$ cat src/rtl/jos_pkg.sv
// jos_pkg: request/response types, operation and status codes and window
// constants for the jvm operand stack unit; no dependencies
package jos_pkg;

  typedef logic [31:0] slot_t;

  typedef enum logic [3:0] {
    OP_PUSH    = 4'd0,
    OP_POP     = 4'd1,
    OP_POP2    = 4'd2,
    OP_DUP     = 4'd3,
    OP_DUP_X1  = 4'd4,
    OP_DUP_X2  = 4'd5,
    OP_DUP2    = 4'd6,
    OP_DUP2_X1 = 4'd7,
    OP_DUP2_X2 = 4'd8,
    OP_SWAP    = 4'd9
  } op_e;

  localparam logic [1:0] ST_OK        = 2'd0;
  localparam logic [1:0] ST_UNDERFLOW = 2'd1;
  localparam logic [1:0] ST_OVERFLOW  = 2'd2;

  // top-of-stack window held in flops, the rest lives in memory
  localparam int WIN       = 8;
  localparam int WIN_IDX_W = 3;
  localparam int WIN_CNT_W = 4;
  localparam int MAX_NEED  = 4;
  localparam int MAX_OUT   = 6;
  localparam logic [WIN_CNT_W-1:0] FILL_LOW  = 4'd4;
  localparam logic [WIN_CNT_W-1:0] SPILL_AT  = 4'd5;
  localparam logic [WIN_CNT_W-1:0] ROOM_MAX  = 4'd6;

  typedef struct packed {
    logic [3:0]  operation;
    logic [31:0] push_value;
  } req_t;

  typedef struct packed {
    logic [31:0] top_value;
    logic [6:0]  depth;
    logic [1:0]  status;
  } rsp_t;

  // slots taken from the top, slots written back, outcome
  typedef struct packed {
    logic [2:0] need;
    logic [2:0] count;
    logic [1:0] status;
  } op_ctl_t;

endpackage

$ cat src/rtl/jos_op_unit.sv
// jos_op_unit: decodes one stack operation, checks depth limits and builds
// the new top slots from the current top four or the pushed value; uses jos_pkg
module jos_op_unit #(
  parameter int STACK_DEPTH = 64,
  localparam int DEPTH_W = $clog2(STACK_DEPTH + 1)
) (
  input  jos_pkg::req_t                             req,
  input  logic [DEPTH_W-1:0]                        depth,
  input  jos_pkg::slot_t [jos_pkg::MAX_NEED-1:0]    top_slots,
  output jos_pkg::op_ctl_t                          ctl,
  output jos_pkg::slot_t [jos_pkg::MAX_OUT-1:0]     fresh
);

  localparam logic [DEPTH_W:0] LIMIT = (DEPTH_W + 1)'(STACK_DEPTH);

  logic [2:0]                          need;
  logic [2:0]                          count;
  logic [jos_pkg::MAX_OUT-1:0][1:0]    pick;
  logic                                is_push;
  logic [DEPTH_W:0]                    depth_ext;
  logic [DEPTH_W:0]                    after;

  // pick[j] names the old slot (0 = old top) that lands at position j from the top
  always_comb begin
    need  = 3'd0;
    count = 3'd0;
    pick  = '0;
    case (req.operation)
      jos_pkg::OP_POP:  need = 3'd1;
      jos_pkg::OP_POP2: need = 3'd2;
      jos_pkg::OP_DUP: begin
        need = 3'd1; count = 3'd2;
      end
      jos_pkg::OP_DUP_X1: begin
        need = 3'd2; count = 3'd3;
        pick[1] = 2'd1;
      end
      jos_pkg::OP_DUP_X2: begin
        need = 3'd3; count = 3'd4;
        pick[1] = 2'd1; pick[2] = 2'd2;
      end
      jos_pkg::OP_DUP2: begin
        need = 3'd2; count = 3'd4;
        pick[1] = 2'd1; pick[3] = 2'd1;
      end
      jos_pkg::OP_DUP2_X1: begin
        need = 3'd3; count = 3'd5;
        pick[1] = 2'd1; pick[2] = 2'd2; pick[4] = 2'd1;
      end
      jos_pkg::OP_DUP2_X2: begin
        need = 3'd4; count = 3'd6;
        pick[1] = 2'd1; pick[2] = 2'd2; pick[3] = 2'd3; pick[5] = 2'd1;
      end
      jos_pkg::OP_SWAP: begin
        need = 3'd2; count = 3'd2;
        pick[0] = 2'd1;
      end
      default: ;
    endcase
  end

  assign is_push   = (req.operation == jos_pkg::OP_PUSH);
  assign depth_ext = {1'b0, depth};
  assign after     = depth_ext + (DEPTH_W + 1)'(count) - (DEPTH_W + 1)'(need);

  always_comb begin
    ctl.need   = need;
    ctl.count  = count;
    ctl.status = jos_pkg::ST_OK;
    if (is_push) begin
      ctl.need  = 3'd0;
      ctl.count = 3'd1;
      if (depth_ext >= LIMIT) begin
        ctl.count  = 3'd0;
        ctl.status = jos_pkg::ST_OVERFLOW;
      end
    end else if (depth_ext < (DEPTH_W + 1)'(need)) begin
      ctl.need   = 3'd0;
      ctl.count  = 3'd0;
      ctl.status = jos_pkg::ST_UNDERFLOW;
    end else if (after > LIMIT) begin
      ctl.need   = 3'd0;
      ctl.count  = 3'd0;
      ctl.status = jos_pkg::ST_OVERFLOW;
    end
  end

  always_comb begin
    for (int j = 0; j < jos_pkg::MAX_OUT; j++) begin
      fresh[j] = top_slots[pick[j]];
    end
    if (is_push) begin
      fresh[0] = req.push_value;
    end
  end

endmodule

$ cat src/rtl/jvm_operand_stack_ops.sv
// jvm_operand_stack_ops: jvm operand stack, one stack bytecode per request
// response is valid in the cycle after the request; one request per cycle while
// no fill is pending, the response is not stalled, the top window has at least four
// slots (or holds the whole stack) and room for two more; the window is refilled from
// memory a slot at a time by the single registered read port; spilling to memory runs
// alongside requests; reset clears depth, window counts and handshake state; memory
// contents need no clearing; uses jos_pkg and jos_op_unit
module jvm_operand_stack_ops #(
  parameter int STACK_DEPTH = 64
) (
  input  logic           clk,
  input  logic           rst,
  input  logic           req_valid,
  output logic           req_stall,
  input  jos_pkg::req_t  req,
  output logic           rsp_valid,
  input  logic           rsp_stall,
  output jos_pkg::rsp_t  rsp
);

  localparam int DEPTH_W = $clog2(STACK_DEPTH + 1);
  localparam int ADDR_W  = $clog2(STACK_DEPTH);
  localparam int CW      = jos_pkg::WIN_CNT_W;

  jos_pkg::slot_t                             win [jos_pkg::WIN];
  jos_pkg::slot_t                             win_next [jos_pkg::WIN];
  logic [CW-1:0]                              wcnt;
  logic [CW-1:0]                              wcnt_next;
  logic [DEPTH_W-1:0]                         mcnt;
  logic [DEPTH_W-1:0]                         mcnt_next;
  logic [DEPTH_W-1:0]                         depth;
  logic [DEPTH_W-1:0]                         depth_next;
  logic                                       fill_pending;
  jos_pkg::slot_t                             mem [STACK_DEPTH];
  jos_pkg::slot_t                             rdata;

  jos_pkg::slot_t [jos_pkg::MAX_NEED-1:0]     top_slots;
  jos_pkg::slot_t [jos_pkg::MAX_OUT-1:0]      fresh;
  jos_pkg::op_ctl_t                           ctl;

  logic                                       out_free;
  logic                                       window_ready;
  logic                                       accept;
  logic                                       spill;
  logic                                       fill_issue;
  logic [CW-1:0]                              need_c;
  logic [CW-1:0]                              count_c;
  logic [jos_pkg::WIN_IDX_W-1:0]              spill_idx;
  logic [ADDR_W-1:0]                          spill_addr;
  logic [ADDR_W-1:0]                          fill_addr;

  always_comb begin
    for (int k = 0; k < jos_pkg::MAX_NEED; k++) begin
      top_slots[k] = win[k];
    end
  end

  jos_op_unit #(
    .STACK_DEPTH (STACK_DEPTH)
  ) u_op (
    .req       (req),
    .depth     (depth),
    .top_slots (top_slots),
    .ctl       (ctl),
    .fresh     (fresh)
  );

  assign out_free     = !rsp_valid || !rsp_stall;
  assign window_ready = !fill_pending
                        && (wcnt >= jos_pkg::FILL_LOW || mcnt == '0)
                        && (wcnt <= jos_pkg::ROOM_MAX);
  assign req_stall    = !(window_ready && out_free);
  assign accept       = req_valid && !req_stall;

  // the bottom window slot is never among the four an operation reads
  assign spill      = (wcnt >= jos_pkg::SPILL_AT);
  assign fill_issue = !fill_pending && (wcnt < jos_pkg::FILL_LOW) && (mcnt != '0);

  assign need_c     = accept ? CW'(ctl.need)  : '0;
  assign count_c    = accept ? CW'(ctl.count) : '0;
  assign spill_idx  = jos_pkg::WIN_IDX_W'(wcnt - CW'(1));
  assign spill_addr = mcnt[ADDR_W-1:0];
  assign fill_addr  = ADDR_W'(mcnt - DEPTH_W'(1));

  always_comb begin
    logic [CW:0] src;
    for (int j = 0; j < jos_pkg::WIN; j++) begin
      src = (CW + 1)'(j) + (CW + 1)'(need_c) - (CW + 1)'(count_c);
      if (CW'(j) < count_c) begin
        win_next[j] = fresh[j];
      end else if (src < (CW + 1)'(jos_pkg::WIN)) begin
        win_next[j] = win[src[jos_pkg::WIN_IDX_W-1:0]];
      end else begin
        win_next[j] = win[j];
      end
    end
    if (fill_pending) begin
      win_next[wcnt[jos_pkg::WIN_IDX_W-1:0]] = rdata;
    end
  end

  assign wcnt_next  = wcnt + count_c - need_c - CW'(spill) + CW'(fill_pending);
  assign mcnt_next  = mcnt + DEPTH_W'(spill) - DEPTH_W'(fill_issue);
  assign depth_next = depth + DEPTH_W'(count_c) - DEPTH_W'(need_c);

  always_ff @(posedge clk) begin
    if (rst) begin
      wcnt         <= '0;
      mcnt         <= '0;
      depth        <= '0;
      fill_pending <= 1'b0;
    end else begin
      wcnt         <= wcnt_next;
      mcnt         <= mcnt_next;
      depth        <= depth_next;
      fill_pending <= fill_issue;
    end
  end

  always_ff @(posedge clk) begin
    for (int j = 0; j < jos_pkg::WIN; j++) begin
      win[j] <= win_next[j];
    end
  end

  // spill writes and fill reads of the lower stack
  always_ff @(posedge clk) begin
    if (spill) begin
      mem[spill_addr] <= win[spill_idx];
    end
    if (fill_issue) begin
      rdata <= mem[fill_addr];
    end
  end

  always_ff @(posedge clk) begin
    if (rst) begin
      rsp_valid <= 1'b0;
    end else if (accept) begin
      rsp_valid <= 1'b1;
    end else if (!rsp_stall) begin
      rsp_valid <= 1'b0;
    end
  end

  always_ff @(posedge clk) begin
    if (accept) begin
      rsp.top_value <= (depth_next != '0) ? win_next[0] : '0;
      rsp.depth     <= 7'(depth_next);
      rsp.status    <= ctl.status;
    end
  end

endmodule

$ cat config.mk
export PLATFORM = sky130hd
export DESIGN_NAME = jvm_operand_stack_ops
export DESIGN_NICKNAME = d
export VERILOG_FILES = /design/src/rtl/jos_pkg.sv /design/src/rtl/jos_op_unit.sv /design/src/rtl/jvm_operand_stack_ops.sv
export SDC_FILE = /design/constraint.sdc
export NUM_CORES = 2
export LEC_CHECK = 0
export BUFFER_PORTS_ARGS = -buffer_cell sky130_fd_sc_hd__buf_2
export CORE_MARGIN = 8
export CORE_UTILIZATION = 35
export DETAILED_ROUTE_END_ITERATION = 8
export PLACE_DENSITY = 0.57
export SYNTH_ARGS = -nofsm -noshare
export SYNTH_HDL_FRONTEND = slang
export SYNTH_SLANG_ARGS = --single-unit
$ cat constraint.sdc
create_clock -name clk -period 10.1 [get_ports clk]
set_clock_uncertainty 0.15 [all_clocks]
set_input_delay 2.02 -clock clk [delete_from_list [all_inputs] [get_ports clk]]
set_output_delay 2.02 -clock clk [all_outputs]
set_load 0.005 [all_outputs]
== Word-level counts from Yosys, hierarchy flattened ==
Memories as Yosys holds them, arrays and structs flattened. A register that Yosys moved wholly into a read port is not among the register bits.
Cells that the tools add are included.
Widths: inputs -> output; s select.

* Bits in latches: 0
* Bits of input ports: 40
* RAM bits: 2,304
* Bits in registers: 61
* Bits in read-only memories: 0
* Memories: 2

{| class="wikitable"
|+ Memories
! name !! words !! width !! rd ports !! clocked after memory_dff !! wr ports !! line !! RTL
|-
| mem || 64 || 32 || 1 || 1 || 1 || jvm_operand_stack_ops.sv:34 || <nowiki>jos_pkg::slot_t mem [STACK_DEPTH];</nowiki>
|-
| win || 8 || 32 || 17 || 0 || 8 || jvm_operand_stack_ops.sv:25 || <nowiki>jos_pkg::slot_t win [jos_pkg::WIN];</nowiki>
|}

* Divide/modulo/power cells: 0
* Shift-type cells: 0
* Bitwise logic cells: 1
* Reduce and logical (&&, ||, !) cells: 24
* $lt $le $gt $ge: 31
* Muxes and demuxes: 51
* Multipliers: 0
* Equal/unequal tests: 10
* Add/sub/neg operators: 27

{| class="wikitable"
|+ Operator list
! operator !! number
|-
| $mux 32 || 24
|-
| $bmux 32 s2 || 6
|-
| $bwmux 256 || 1
|-
| $mux 256 || 1
|-
| $demux 32 s3 || 1
|-
| $lt 5x4->1 const B || 8
|-
| $sub 4x3->5 || 7
|-
| $mux 8 || 3
|-
| $add 3x3->4 const A || 4
|-
| $eq 4x3->1 const B || 4
|-
| $pmux 3 s5 || 1
|-
| $reduce_bool 7->1 || 2
|-
| $lt 1x3->1 const B || 4
|-
| $lt 3x3->1 const A || 4
|-
| $pmux 3 s4 || 1
|-
| $mux 3 || 3
|-
| $add 2x3->4 const A || 2
|-
| $add 7x3->8 || 1
|-
| $eq 4x2->1 const B || 2
|-
| $eq 4x4->1 const B || 2
|-
| $ge 4x3->1 const B || 2
|-
| $gt 8x7->1 const B || 1
|-
| $mux 1 || 8
|-
| $reduce_or 2->1 || 4
|-
| 35 further kinds || 48
|}

== Longest topological paths before layout ==
* Word-level depth: 17
* Depth in mapped cells: 32
* Gate-level depth less buffers: 26

== Modules after synthesis ==
Synthesis repeated with hierarchy kept, for this count alone.

* Cell total of the unflattened synthesis: 6,311
* Area total of the unflattened synthesis: 109,745.3 µm²

{| class="wikitable"
|+ By module, submodules not included
! module !! times used !! cells an instance !! area an instance (µm²)
|-
| jvm_operand_stack_ops || 1 || 5,776 || 105,915.3
|-
| jos_op_unit || 1 || 535 || 3,829.9
|}

== Worst setup path after synthesis ==
Ideal clock, no wire load.

* Path kind: input to register
* Start: input port req[33] in the netlist's numbering
* End: register rsp[10] in the netlist's numbering (data pin)
* Setup time: 0.272 ns
* Data required time: 9.678 ns
* Data arrival time: 9.247 ns
* Path slack: 0.432 ns
* Cell stages on the path: 32
* Cell sequence: buf_2 -> or2_1 -> or2_2 -> buf_2 -> inv_2 -> clkbuf_1 -> clkbuf_1 -> fa_1 -> inv_1 -> ha_1 -> o21ai_0 -> nor2_1 -> a221oi_2 -> mux2_2 -> buf_4 -> clkbuf_1 -> nor3_1 -> nand2_1 -> ha_1 -> clkbuf_1 -> clkinv_1 -> buf_2 -> ha_1 -> fa_1 -> a21o_1 -> a21oi_1 -> o21bai_1 -> a21oi_1 -> xor2_1 -> nor3_1 -> clkbuf_1 -> a211oi_1

* Elaborated cells on any way between the ends: 41

{| class="wikitable"
|+ RTL lines
! what !! line !! RTL
|-
| start, declared || jvm_operand_stack_ops.sv:15 || <nowiki>input jos_pkg::req_t req,</nowiki>
|-
| $eq 4x2->1 (tied with other cells) || jos_op_unit.sv:28 || <nowiki>case (req.operation)</nowiki>
|-
| $reduce_or 2->1 (no source line) || n/a ||
|-
| $pmux 3 s5 || jos_op_unit.sv:28 ||
|-
| $add 7x3->8 || jos_op_unit.sv:64 || <nowiki>assign after = depth_ext + (DEPTH_W + 1)'(count) - (DEPTH_W + 1)'(need);</nowiki>
|-
| $sub 8x3->8 || jos_op_unit.sv:64 ||
|-
| $gt 8x7->1 || jos_op_unit.sv:81 || <nowiki>end else if (after > LIMIT) begin</nowiki>
|-
| $mux 8 || jos_op_unit.sv:81 ||
|-
| $mux 8 || jos_op_unit.sv:77 || <nowiki>end else if (depth_ext < (DEPTH_W + 1)'(need)) begin</nowiki>
|-
| $mux 8 * || jos_op_unit.sv:70 || <nowiki>if (is_push) begin</nowiki>
|-
| $mux 3 || jvm_operand_stack_ops.sv:80 || <nowiki>assign count_c = accept ? CW'(ctl.count) : '0;</nowiki>
|-
| $add 7x3->7 || jvm_operand_stack_ops.sv:104 || <nowiki>assign depth_next = depth + DEPTH_W'(count_c) - DEPTH_W'(need_c);</nowiki>
|-
| $sub 7x3->7 * || jvm_operand_stack_ops.sv:104 ||
|-
| net depth_next[6] || jvm_operand_stack_ops.sv:32 || <nowiki>logic [DEPTH_W-1:0] depth_next;</nowiki>
|-
| $reduce_bool 7->1 * || jvm_operand_stack_ops.sv:148 || <nowiki>rsp.top_value <= (depth_next != '0) ? win_next[0] : '0;</nowiki>
|-
| end, declared || jvm_operand_stack_ops.sv:18 || <nowiki>output jos_pkg::rsp_t rsp</nowiki>
|}

The timed path passes the listed nets; every way through them passes the cells marked *. The select of a mux whose other input is x is not followed.
A chain may end at the register's enable or synchronous reset.

== Worst setup path in the final report ==
* Start: input port req[35] in the netlist's numbering
* End: register rsp[12] in the netlist's numbering (data pin)

Same word-level chain as after synthesis.

==> metrics.txt <==
Setup Total Neg Slack=0 ns; CTS tree=yes; Placer Congestion=0.836; clk root buf=clkbuf_16; crit path max fanout=35; Initial Util=0.351; reg2reg end=rsp[12]$_SDFFCE_PN0P_; FF-to-FF setup slack=2.72 ns; initial antenna violation count=21; Critical Path Sink=rsp[12]$_SDFFCE_PN0P_; syn_area_per_cell=17.3 um2; critical path capture point type=flip-flop; Die X-Extent=579 um; Tmin final=9.03 ns; CP Depth=27; Netlist cell types=64; max_cap viols=0; YS warnings=0; DR DRC count=0; Clock Latency Late Sink=0.92 ns; Max VDD drop=0.000304 V; core region area=317000 um2; final setup violation count=0; WS Path Type=in2reg; layout cells sized above 1=0.306; clk slew on worst S/H paths=0.06 ns; Remaining Overflow, GRT=0; Worst Hold Class=reg2reg; DIE AREA=336000 um2; Final ANT Viol Nets=0; ys flop type=edfxtp_1; worst hold slack=0.330 ns; Post-Syn Instances=6413; Layout Nets=6489; startpoint types=primary input; Seq/Total Area, Yosys=0.623; cts hold-fix bufs=0; H-tree Lvls=4; most common cell after layout, fill and taps aside=edfxtp_1; Pwr Density=335 nW/um2; number of synthesized flops with an enable pin=2121; vias=63394; DR vias/cell=5.89; status=completed; worst slew pin tran=1.33 ns; P&R area growth vs syn=12.5%; depth of the most critical reg-to-reg path=23; Final period util=0.894; critical path arrival=9.43 ns; HPWL after DPL=182000 um; clk sinks=2397; flop and latch count out of synthesis=2397; Slew Limit Fails=0; fin util=0.394; port bufs=82; Worst Path Required=10.50 ns; PnR Total Power=41.8 mW; first-pass GRT wire length=470000 um; height of the chip=579 um; Setup Buffers After CTS=0; gr usage total=0.190; initial drt markers=7402; Cell Area, Synth=111000 um2; Worst Setup SP=req[35]; DR WL/cell=30.2 um; CTS buffer count=248; CP delay by family, top=adder cells; most frequent cells in the layout=edfxtp_1, mux4_2, nand2_1; Final Hold Viols=0; fraction of registers with async set/reset=0; Worst Path Buf+Inv=6; quantity of gates resized following cts=0; vias in the first global route=64570; Syn Nets=6531; Largest stage delay, worst path=0.64 ns; Rel. slew slack=0.111; Max Fclk=111 MHz; largest net degree at the start of global routing=150; Crit Reg-Reg Startpoint=depth[1]$_SDFF_PP0_; Max Root-Sink Buffers=4; unrepaired setup endpoints after global routing=no; Boundary Pins=83; row count=207; total iterations of the first detailed-routing run=8; Lkg Pwr=38.4 nW; CP max-delay cell=ha_4; Post-Route WL=325000 um
[metal layers]
metal  GRT usage  wire length [um]  vias up
met5           0                38        -
met1       0.260            136000    33894
met2       0.309            155000     2740
li1            -                 -    26108
met4      0.0571             10100        6
met3      0.0363             24600      646
[logic make-up after synthesis]
group,count (synthesis),synth area share
XOR/XNOR,25,0.00197
flip-flops,2397,0.623
AO/OA/AOI/OAI,769,0.0453
AND/OR/NAND/NOR,961,0.0363
adder cells (fa/ha/maj),78,0.0103
multiplexers,1540,0.260
buffers and inverters,643,0.0231
[per-stage QoR]
step                setup WS [ns]  instances  cell area (um2)
finish                       1.07      10767           125000
floorplan                   0.432       6413           111000
detailed placement          0.336      10301           117000
global route                0.715      10758           125000
global placement            0.375      10301           117000
CTS                          1.21      10754           125000
[area by class of cell]
class                           count  area, um2
Fill cell                       28318     192000
Sequential cell                  2397      69200
Multi-Input combinational cell   3373      40200
Clock buffer                      310       6510
Tap cell                         4180       5230
Timing Repair Buffer              283       2170
Clock inverter                    143       1350
Inverter                           68        259
Antenna cell                       13       32.5
[worst min path at each step]
stage / start / endpoint / depth (start not counted)
after floorplan: rsp_valid$_SDFFE_PP0P_ / rsp_valid$_SDFFE_PP0P_ / 2
after global placement: rsp_valid$_SDFFE_PP0P_ / rsp_valid$_SDFFE_PP0P_ / 2
after detailed placement: rsp_valid$_SDFFE_PP0P_ / rsp_valid$_SDFFE_PP0P_ / 2
after CTS: rsp_valid$_SDFFE_PP0P_ / rsp_valid$_SDFFE_PP0P_ / 2
after global routing: rsp_valid$_SDFFE_PP0P_ / rsp_valid$_SDFFE_PP0P_ / 2
final: rsp_valid$_SDFFE_PP0P_ / rsp_valid$_SDFFE_PP0P_ / 2
[synth_stat cells, drive strengths merged, types with 5 or more instances]
| cell type | number | area [um2] |
|---|---|---|
| xor2 | 7 | 61.3 |
| nor3 | 14 | 70.1 |
| buf | 173 | 805 |
| a31oi | 130 | 813 |
| inv | 65 | 244 |
| nor2b | 12 | 75.1 |
| a21oi | 116 | 581 |
| dfxtp | 276 | 5530 |
| mux4 | 1056 | 23800 |
| or2 | 7 | 43.8 |
| mux2 | 161 | 1810 |
| o221a | 32 | 360 |
| o21bai | 6 | 45.0 |
| o21ai | 234 | 1170 |
| edfxtp | 2121 | 63700 |
| ha | 56 | 701 |
| o22a | 32 | 280 |
| o211ai | 66 | 495 |
| o31ai | 33 | 248 |
| a211o | 33 | 289 |
| nor2 | 287 | 1080 |
| a211oi | 37 | 283 |
| xnor2 | 18 | 158 |
| nand3 | 11 | 55.1 |
| nand2 | 510 | 1910 |
| o221ai | 32 | 280 |
| nand2b | 68 | 425 |
| mux2i | 323 | 3230 |
| fa | 22 | 440 |
| clkbuf | 402 | 1510 |
| a21o | 5 | 37.5 |
| nor4 | 35 | 246 |
[power breakdown]
part           total, mW  switching (mW)  internal [mW]
sequential          16.1            1.57           14.6
combinational       16.7            9.94           6.76
clock               8.99            3.86           5.13
total               41.8            15.4           26.4
[flip-flops by register name (all words and copies together), names as in the netlist]
| name | count |
|---|---|
| rdata | 32 |
| mem | 2048 |
| rsp | 41 |
| win | 256 |
| mcnt | 7 |
| fill_pending | 1 |
| rsp_valid | 1 |
| depth | 7 |
| wcnt | 4 |
[worst register-to-register path: stages (launching register included)]
cell	delay [ns]
dfxtp_1	0.39
inv_1	0.13
fa_1	0.56
inv_1	0.07
ha_1	0.29
a211oi_2	0.35
nor2_1	0.14
a221oi_2	0.50
mux2_2	0.26
buf_4	0.55
nor4_4	0.08
or2_2	0.38
ha_4	0.64
clkinv_1	0.20
ha_1	0.26
fa_1	0.47
a21o_1	0.18
a21oi_1	0.22
o21bai_1	0.09
a21oi_1	0.18
xor2_1	0.13
nor3_2	0.23
buf_4	0.50
a211oi_1	0.14
Note: power is estimated with default switching activity, not from simulation.
